--- src/rtl/core/mcfq_pkg.sv ---
// shared types, codes and the plate format check for the multi-class fifo
// no dependencies
package mcfq_pkg;

   localparam int NUM_QUEUES  = 4;
   localparam int PLATE_BYTES = 8;
   localparam int PLATE_W     = 64;
   localparam int POWER_W     = 10;
   localparam int MODE_W      = 2;
   localparam int QSEL_W      = 2;
   localparam int STATUS_W    = 3;
   localparam int OCC_W       = 5;
   localparam int CSR_IDX_W   = 1;

   localparam logic [MODE_W-1:0] MODE_ENQ   = 2'd0;
   localparam logic [MODE_W-1:0] MODE_DEQ   = 2'd1;
   localparam logic [MODE_W-1:0] MODE_QUERY = 2'd2;

   localparam logic [CSR_IDX_W-1:0] CSR_POWER_FLOOR   = 1'd0;
   localparam logic [CSR_IDX_W-1:0] CSR_POWER_CEILING = 1'd1;

   localparam logic [POWER_W-1:0] POWER_FLOOR_RESET   = 10'd1;
   localparam logic [POWER_W-1:0] POWER_CEILING_RESET = 10'd1000;

   localparam logic [STATUS_W-1:0] STATUS_OK        = 3'd0;
   localparam logic [STATUS_W-1:0] STATUS_EMPTY     = 3'd1;
   localparam logic [STATUS_W-1:0] STATUS_FULL      = 3'd2;
   localparam logic [STATUS_W-1:0] STATUS_BAD_PLATE = 3'd3;
   localparam logic [STATUS_W-1:0] STATUS_BAD_POWER = 3'd4;
   localparam logic [STATUS_W-1:0] STATUS_BAD_MODE  = 3'd5;

   typedef struct packed {
      logic [STATUS_W-1:0] status;
      logic                wr_en;
      logic                empty;
      logic                fwd_head;
   } op_info_type;

   function automatic logic plate_ok(input logic [PLATE_W-1:0] plate);
      logic [7:0] c;
      logic       ok;
      ok = 1'b1;
      for (int k = 0; k < PLATE_BYTES; k++) begin
         c = plate[PLATE_W-1-8*k -: 8];
         if (k >= 2 && k <= 5) begin
            ok = ok & (c >= 8'h30) & (c <= 8'h39);
         end else begin
            ok = ok & (c >= 8'h41) & (c <= 8'h5A);
         end
      end
      return ok;
   endfunction

endpackage

--- src/rtl/core/mcfq_qstate.sv ---
// per-queue head and count registers, operation checks and store addressing
// depends on mcfq_pkg
module mcfq_qstate #(
   parameter int QUEUE_DEPTH = 16,
   localparam int AW = $clog2(4 * QUEUE_DEPTH),
   localparam int CW = $clog2(QUEUE_DEPTH + 1)
) (
   input  logic                          clock,
   input  logic                          reset,
   input  logic                          take,
   input  logic [mcfq_pkg::MODE_W-1:0]   mode,
   input  logic [mcfq_pkg::QSEL_W-1:0]   queue_select,
   input  logic [mcfq_pkg::PLATE_W-1:0]  plate,
   input  logic [mcfq_pkg::POWER_W-1:0]  power,
   input  logic [mcfq_pkg::POWER_W-1:0]  power_floor,
   input  logic [mcfq_pkg::POWER_W-1:0]  power_ceiling,
   output mcfq_pkg::op_info_type         info,
   output logic [CW-1:0]                 count_new,
   output logic [AW-1:0]                 wr_addr,
   output logic [AW-1:0]                 head_addr,
   output logic [AW-1:0]                 tail_addr
);
   import mcfq_pkg::*;

   localparam int HW = (QUEUE_DEPTH > 1) ? $clog2(QUEUE_DEPTH) : 1;
   localparam int SW = ((HW > CW) ? HW : CW) + 1;

   logic [HW-1:0] head_ff [NUM_QUEUES];
   logic [CW-1:0] count_ff [NUM_QUEUES];

   logic [HW-1:0] h, h_new;
   logic [CW-1:0] n, n_new;
   logic [SW-1:0] wsum, woff, tsum, toff;
   logic [AW-1:0] base;

   always_comb begin
      n     = count_ff[queue_select];
      h     = head_ff[queue_select];
      h_new = h;
      n_new = n;
      info  = '0;
      unique case (mode)
         MODE_ENQ: begin
            if (!plate_ok(plate)) begin
               info.status = STATUS_BAD_PLATE;
            end else if (!(power > power_floor && power < power_ceiling)) begin
               info.status = STATUS_BAD_POWER;
            end else if (n >= CW'(QUEUE_DEPTH)) begin
               info.status = STATUS_FULL;
            end else begin
               info.status = STATUS_OK;
               info.wr_en  = 1'b1;
               n_new       = n + CW'(1);
            end
         end
         MODE_DEQ: begin
            if (n == '0) begin
               info.status = STATUS_EMPTY;
            end else begin
               info.status = STATUS_OK;
               h_new = (h == HW'(QUEUE_DEPTH - 1)) ? '0 : h + HW'(1);
               n_new = n - CW'(1);
            end
         end
         MODE_QUERY: begin
            info.status = (n == '0) ? STATUS_EMPTY : STATUS_OK;
         end
         default: begin
            info.status = STATUS_BAD_MODE;
         end
      endcase
      info.empty    = (n_new == '0);
      info.fwd_head = info.wr_en && (n == '0);
      count_new     = n_new;

      wsum = SW'(h) + SW'(n);
      woff = (wsum >= SW'(QUEUE_DEPTH)) ? wsum - SW'(QUEUE_DEPTH) : wsum;
      tsum = SW'(h_new) + SW'(n_new) - SW'(1);
      toff = (tsum >= SW'(QUEUE_DEPTH)) ? tsum - SW'(QUEUE_DEPTH) : tsum;

      base      = AW'(queue_select) * AW'(QUEUE_DEPTH);
      wr_addr   = base + AW'(woff[HW-1:0]);
      head_addr = base + AW'(h_new);
      tail_addr = base + AW'(toff[HW-1:0]);
   end

   always_ff @(posedge clock) begin
      if (reset) begin
         for (int i = 0; i < NUM_QUEUES; i++) begin
            head_ff[i]  <= '0;
            count_ff[i] <= '0;
         end
      end else if (take) begin
         head_ff[queue_select]  <= h_new;
         count_ff[queue_select] <= n_new;
      end
   end

endmodule

--- config.mk ---
export PLATFORM = sky130hd
export DESIGN_NAME = mcfq_qstate
export DESIGN_NICKNAME = d
export VERILOG_FILES = /design/src/rtl/core/mcfq_pkg.sv /design/src/rtl/core/mcfq_qstate.sv
export SDC_FILE = /design/constraint.sdc
export NUM_CORES = 1
export LEC_CHECK = 0
export ABC_AREA = 1
export BUFFER_PORTS_ARGS = -buffer_cell sky130_fd_sc_hd__buf_2
export CELL_PAD_IN_SITES_DETAIL_PLACEMENT = 1
export CELL_PAD_IN_SITES_GLOBAL_PLACEMENT = 2
export CORE_UTILIZATION = 27
export CTS_CLUSTER_SIZE = 14
export DETAILED_ROUTE_END_ITERATION = 8
export PLACE_DENSITY_LB_ADDON = 0.1
export SLEW_MARGIN = 10
export SYNTH_ARGS = -nofsm -noshare
export SYNTH_HDL_FRONTEND = slang
export SYNTH_SLANG_ARGS = --single-unit
export TNS_END_PERCENT = 10
--- constraint.sdc ---
create_clock -name clock -period 4.05 [get_ports clock]
set_input_delay 0.405 -clock clock [delete_from_list [all_inputs] [get_ports clock]]
set_output_delay 0.405 -clock clock [all_outputs]
set_load 0.1 [all_outputs]
==> results.md, run 1 <==
- Status: finished, final reports clean
- Hold_buf cts: 0
- Mapped cell area: roughly 3500 sq um
- Slew Limit Fails: 0
- Sw Pwr: between 0.0008 and 0.0009 W
- Area Overhead vs Synth: 48.3%
- Ant diodes: 0
- Syn nets: 633
- Most frequent cells in the layout: buf_2, nand2_1, nor2_1
- Fmax: approximately 260 MHz
- Die area: ~14,000 sq um
- Tmin final: 3.89 ns
- Width of the die: about 120 microns
- Final worst-path cycle share: between 90 and 100%
- Chip height: around 120 microns
- WP data required: about 3.6 ns
- Clock-pin transition on the worst setup and hold timing paths: roughly 0.05 ns
- Total number of vias: ~3,800
- Initial antenna violation count: 0
- Worst EP arrival: 3.49 ns
- Register area share after synthesis: just over 30%
- CP max stage cell: fa_2
- GP Congestion: 0.776
- CP top delay family: adder cells
- Synth area leaders: edfxtp_1, ha_1, nand2_1, inv_1, nor2_1
- Total track usage: between 15 and 20%
- Number of synthesized flops with an enable pin: 36
- Hold Path Class: in -> reg
- Clock network fraction of total power: between 10% and 20%
- Static Leak: 2.70 nW
- Cells after Synth: 497
- Largest net degree at the start of global routing: 15
- Cts bufs inserted: 5
- Clock buffer depth: 2
- Nets@finish: around 820
- Share of layout cells above drive strength 1: between 40% and 50%
- First-pass GRT wire length: about 18 mm
- Row Count: around 40
- Post-Layout Cell Count: approximately 850
- Avg Cell Area, Syn: roughly 7.1 sq um
- WS Path Type: in -> out
- Max Cap Viol: 0
- Comb pwr share: between 50% and 60%
- Final hold vios: 0
- Area leader, netlist: edfxtp_1
- Worst VDD drop: 0.479 mV
- Post-layout util: approximately two fifths
- # clock sinks: 36
- Worst setup SP type: primary input
- Pwr dens: roughly 350 nW/um^2
- CTS HTree Levels: 2
- Endpoint class of the critical path: output pin
- Slew headroom: between 50% and 60%
- CP Buf/Inv Count: 6
- Most common flop cell mapped by yosys: edfxtp_1
- I/O Buffers: approximately 130
- Synthesized flop and latch total: 36
- Sw Share: around 46%
- Worst-margin pin slew: ~0.63 ns
- Vias in the first global route: 3,883
- Routed wire per std cell: 13.3 microns
- Most common cell after layout, fill and taps aside: buf_2
- CP Cell Sequence: buf_2 > ha_1 > a21oi_1 > o21a_1 > nand3_2 > nor2_4 > nand3_2 > nand2_1 > nand3_2 > nand2_4 > inv_2 > ha_1 > inv_1 > ha_2 > fa_2 > xor2_2 > buf_4 > inv_1 > nand2_2 > nand2_2 > nand2_2 > nand2_4 > buf_12
- P_int: 0.00100 W
- Share of the synthesized area in the top cell type: between 30 and 40%
- DRT iter0 DRCs: 41
- Synth warn: 0
- Hpwl dp: 9.61 mm
- Total congestion overflow: 0
- DRC: 0
- Latest clock arrival within the worst-skew pair: roughly 0.28 ns
- DR pass1 iterations: 4
- Vias per std cell: ~4.4
- CTS Root Cell: clkbuf_16
- Crit Path Max Fanout: 3
- Fraction of registers with async set/reset: 0%
- CTS tree: built
- Sequential power share: between 20% and 30%
- WL final: around 11 mm
- Placed cells: about 840
- Final setup viols: 0
- Post-DRT Antenna Nets: 0
- Fillers: around 1,700
- IO Count: between 100 and 150
- Starting Density: ~28%
- Clock Skews: ~0.0073 ns
- Slowest stage delay, CP: ~0.38 ns
- Core area: ~13,000 sq um
- Distinct cells, synth: 45
metal layers:
layer / vias to the layer above / routed length, microns / GRT usage (%)
met5: - / 0 / 0
met4: 0 / 75 / 2.53
met3: 8 / 416 / 2.39
met2: 83 / 5700 / 31.6
met1: 1758 / 5110 / 20.3
li1: 1929 / - / -
final timing paths:
kind,endpoint,start,cells past startpoint,slack [ns]
worst min register to register,head_ff[1][3]$_SDFFCE_PN0P_,head_ff[2][3]$_SDFFCE_PN0P_,5,1.04
worst min-delay path,head_ff[3][2]$_DFFE_PP_,reset,4,0.68
worst max register to register,count_ff[2][3]$_SDFFCE_PN0P_,count_ff[1][0]$_SDFFCE_PN0P_,14,1.82
worst max-delay path,tail_addr[3],power[7],23,0.16
tightest hold or removal path, delay by kind of cell:
| kind | cells | cell delay [ns] |
|---|---|---|
| buffers and inverters | 2 | 0.13 |
| and+or+nand+nor | 2 | 0.25 |
what timing repair did:
item	CTS	global route
resized for setup	12	39
gates cloned	0	0
endpoints found under the setup margin	1	1
pin swaps	4	20
buffers inserted	1	5
power groups by stage:
stage                     registers [W]  clock network [W]  logic [W]
after floorplan                0.000446                  0   0.000687
after global placement         0.000447                  0   0.000999
after detailed placement       0.000448                  0    0.00102
after CTS                      0.000441           0.000364    0.00103
after global routing           0.000442           0.000374    0.00114
final                          0.000440           0.000361    0.00106
flip-flops by register name, indices dropped and copies added, names as in the netlist:
register / cells
count_ff: 20
head_ff: 16
stage by stage:
stage               power [W]  setup TNS (ns)  area (sq um)  hold WS, ns  setup WS (ns)
floorplan             0.00113          -0.201          3600        0.761         -0.184
global placement      0.00145         -0.0599          4830        0.969        -0.0599
detailed placement    0.00146          -0.148          4830        0.974         -0.148
CTS                   0.00183               0          5000        0.681        0.00334
global route          0.00195        -0.00350          5260        0.703       -0.00350
finish                0.00186               0          5260        0.680          0.155
synthesized netlist by cell type (2+ instances only):
cell and n:
nand4_1 5, a21oi_1 9, nand3b_1 3, nor2_1 92, buf_6 4, or2_1 2, buf_4 6, nand2_2 6
clkbuf_1 2, o21ai_0 18, fa_1 2, o211ai_1 2, inv_1 92, nor3_1 7, edfxtp_1 36, o21ai_1 3
nand3_1 31, ha_1 33, nand2_4 4, xor2_1 3, o21ai_2 7, inv_2 4, xnor2_1 2, nand2_1 101
inv_4 2, clkinv_1 2
cell families (layout without fill, tap and decap cells):
family	after synthesis	count (layout)	synth area share (%)
buffers and inverters	114	297	14.3
flip-flops	36	36	30.5
AND/OR/NAND/NOR	258	258	31.9
AO/OA/AOI/OAI	48	48	8.92
XOR/XNOR	6	6	1.69
adder cells (fa/ha/maj)	35	35	12.8
area by class of cell:
type | count | area [sq um] | area share, %
multi-input combinational | 347 | 2250 | 42.7
timing repair buffer | 189 | 1190 | 22.7
sequential | 36 | 1080 | 20.5
inverter | 101 | 392 | 7.44
tap | 172 | 215 | 4.09
clock buffer | 6 | 129 | 2.45
clock inverter | 1 | 5.00 | 0.0951
(Power assumes the default switching activity.)
==> inputs of run 2 (changes only) <==
--- a/config.mk
+++ b/config.mk
@@ -7,6 +7,7 @@
 export LEC_CHECK = 0
 export ABC_AREA = 1
 export BUFFER_PORTS_ARGS = -buffer_cell sky130_fd_sc_hd__buf_2
+export CAP_MARGIN = 10
 export CELL_PAD_IN_SITES_DETAIL_PLACEMENT = 1
 export CELL_PAD_IN_SITES_GLOBAL_PLACEMENT = 2
 export CORE_UTILIZATION = 27
==> constraint.sdc (replaced) <==
create_clock -name clock -period 4.4 [get_ports clock]
set_input_delay 0.44 -clock clock [delete_from_list [all_inputs] [get_ports clock]]
set_output_delay 0.44 -clock clock [all_outputs]
set_load 0.1 [all_outputs]
==> results.md, run 2 (same netlist as run 1, synthesis figures left out) <==
- Worst-margin pin slew: approximately 0.65 ns
- Hold Path Stages: 4
- Multi-input combinational cell area: around 2000 sq um
- Hpwl dp: between 9 and 10 mm
- Width of the die: ~120 microns
- DRC: 0
- Pwr dens: between 300 and 400 nW/um^2
- Hold_buf cts: 0
- Worst Hold Path EP: head_ff[2][2]$_SDFFCE_PN0P_
- R2R cell count: 12
- GR peak layer: met2
- WL final: 10.7 mm
- Post-CTS sizing: 0
- Post-DRT Antenna Nets: 0
- GP Congestion: a little over 0.7
- Vias in the first global route: about 3,700
- Most frequent cell on the critical path: inv_1
- Die area: 13,600 sq um
- Tmin final: between 4 and 5 ns
- Most common cell after layout, fill and taps aside: buf_2
- Worst VDD drop: about 0.38 mV
- Biggest register: count_ff
- Fmax: approximately 240 MHz
- CTS tree: built
- Reg-to-reg endpoint: count_ff[1][3]$_SDFFCE_PN0P_
- Max FFs per register: 20
- Most frequent cells in the layout: buf_2, nand2_1, inv_1
- Met3 usage: 1.92%
- Initial antenna violation count: 0
- CTS Root Cell: clkbuf_16
- Final worst-path cycle share: between 90% and 100%
- Endpoint class of the critical path: output pin
- # clock sinks: 36
- First-pass GRT wire length: 17.5 mm
- Total track usage: between 10% and 20%
- DP Area: 4550 sq um
- Area Overhead vs Synth: 33.2%
- Vias per std cell: ~4.4
- Cts bufs inserted: 5
- Crit path setup slack, layout: around 0.29 ns
- Final instance area: approximately 4700 sq um
- Max Cap Viol: 0
- CP Buf/Inv Count: 8
- R2r setup slk: roughly 2.3 ns
- Worst slack at placement: ~0.090 ns
- Clock buffer depth: 2
- Hold_ws: roughly 0.71 ns
- RSZ-0062 raised after global routing: no
- Crit Path Max Fanout: 14
- Chip height: 117 microns
- Total congestion overflow: 0
- Share of layout cells above drive strength 1: between 30 and 40%
- Total number of vias: roughly 3,600
- Slowest stage delay, CP: 0.40 ns
- Largest net degree at the start of global routing: 15
- Met2 Track Usage GR: 31.3%
- Reg-to-Reg Start: count_ff[2][1]$_SDFFCE_PN0P_
- Final setup viols: 0
- CTS HTree Levels: 2
- Top Registers: count_ff x20, head_ff x16
- Hold Path Class: in -> reg
- Slew Limit Fails: 0
- Latest clock arrival within the worst-skew pair: around 0.28 ns
- CP max stage cell: fa_2
- Core area: between 10,000 and 15,000 sq um
- CP Cell Sequence: buf_2 > o21ai_0 > o21ai_2 > inv_1 > buf_4 > ha_1 > xnor2_1 > o22ai_1 > inv_1 > nand2_2 > inv_1 > ha_1 > inv_1 > fa_2 > xor2_2 > inv_1 > nand2_1 > nand2_1 > nand2_1 > nand2_4 > buf_12
- Nets@finish: ~780
- WP data required: roughly 4 ns
- TNS Setup: 0 ns
- Static Leak: about 2.5 nW
- Fillers: between 1,500 and 2,000
- Worst setup SP type: primary input
- Ant diodes: 0
- Clock-pin transition on the worst setup and hold timing paths: 0.06 ns
- Clock Skews: between 0.005 and 0.006 ns
- IO Count: 130
- Total setup buffers inserted after CTS: 0
- Row Count: 41
- Routed wire per std cell: ~13 microns
- GR met1 Demand/Resource: between 20% and 30%
- Final hold vios: 0
- Slew headroom: between 50 and 60%
- DR pass1 iterations: 4
- CP top delay family: buffers and inverters
- Status: finished, final reports clean
- Register area: 1080 sq um
- Hold Crit Start: reset
- WS Path Type: in -> out
- Starting Density: ~28%
- I/O Buffers: 125
- DRT iter0 DRCs: 77
- Worst EP arrival: 3.67 ns
==> run 2: worst max-delay path by stage <==
stage	cells past startpoint	slack [ns]	end	start
2_1_floorplan	21	-0.09	tail_addr[3]	queue_select[0]
3_3_place_gp	23	0.10	tail_addr[3]	queue_select[0]
3_5_place_dp	24	0.09	tail_addr[3]	queue_select[0]
4_1_cts	24	0.07	tail_addr[3]	queue_select[0]
5_1_grt	25	0.004	tail_addr[3]	power_floor[7]
6_report	21	0.29	tail_addr[3]	queue_select[1]
==> run 2: metal layers <==
layer	vias to the layer above	part of all wire, %
met3	4	4.0
met4	0	0.56
met2	80	51
met5	-	0
met1	1661	45
li1	1860	-
==> run 2: tightest hold or removal path: stages <==
cell and delay (ns):
buf_2 0.09, nor2_1 0.15, nand2_2 0.12, nor2_1 0.03
==> run 2: per-stage QoR <==
| stage | util [%] | total power, W | cells |
|---|---|---|---|
| 5_1_grt | 37.1 | 0.00175 | 818 |
| 3_5_place_dp | 35.8 | 0.00128 | 810 |
| 4_1_cts | 37.0 | 0.00167 | 818 |
| 2_1_floorplan | - | 0.00104 | 497 |
| 6_report | 37.1 | 0.00166 | 818 |
| 3_3_place_gp | 35.8 | 0.00126 | 810 |
==> run 2: power breakdown <==
part / total, W / leakage (nW) / switching (W) / internal (W)
logic: 0.000858 / 2.07 / 0.000618 / 0.000241
clock network: 0.000392 / 0.0789 / 0.000129 / 0.000263
registers: 0.000405 / 0.375 / 0.00000554 / 0.000400
==> run 2: area by class of cell <==
| class | count | share of cell area (%) |
|---|---|---|
| multi-input combinational | 347 | 42.3 |
| tap | 172 | 4.56 |
| timing repair buffer | 154 | 18.5 |
| sequential | 36 | 22.9 |
| inverter | 101 | 8.24 |
| clock buffer | 5 | 2.65 |
| clock inverter | 3 | 0.794 |
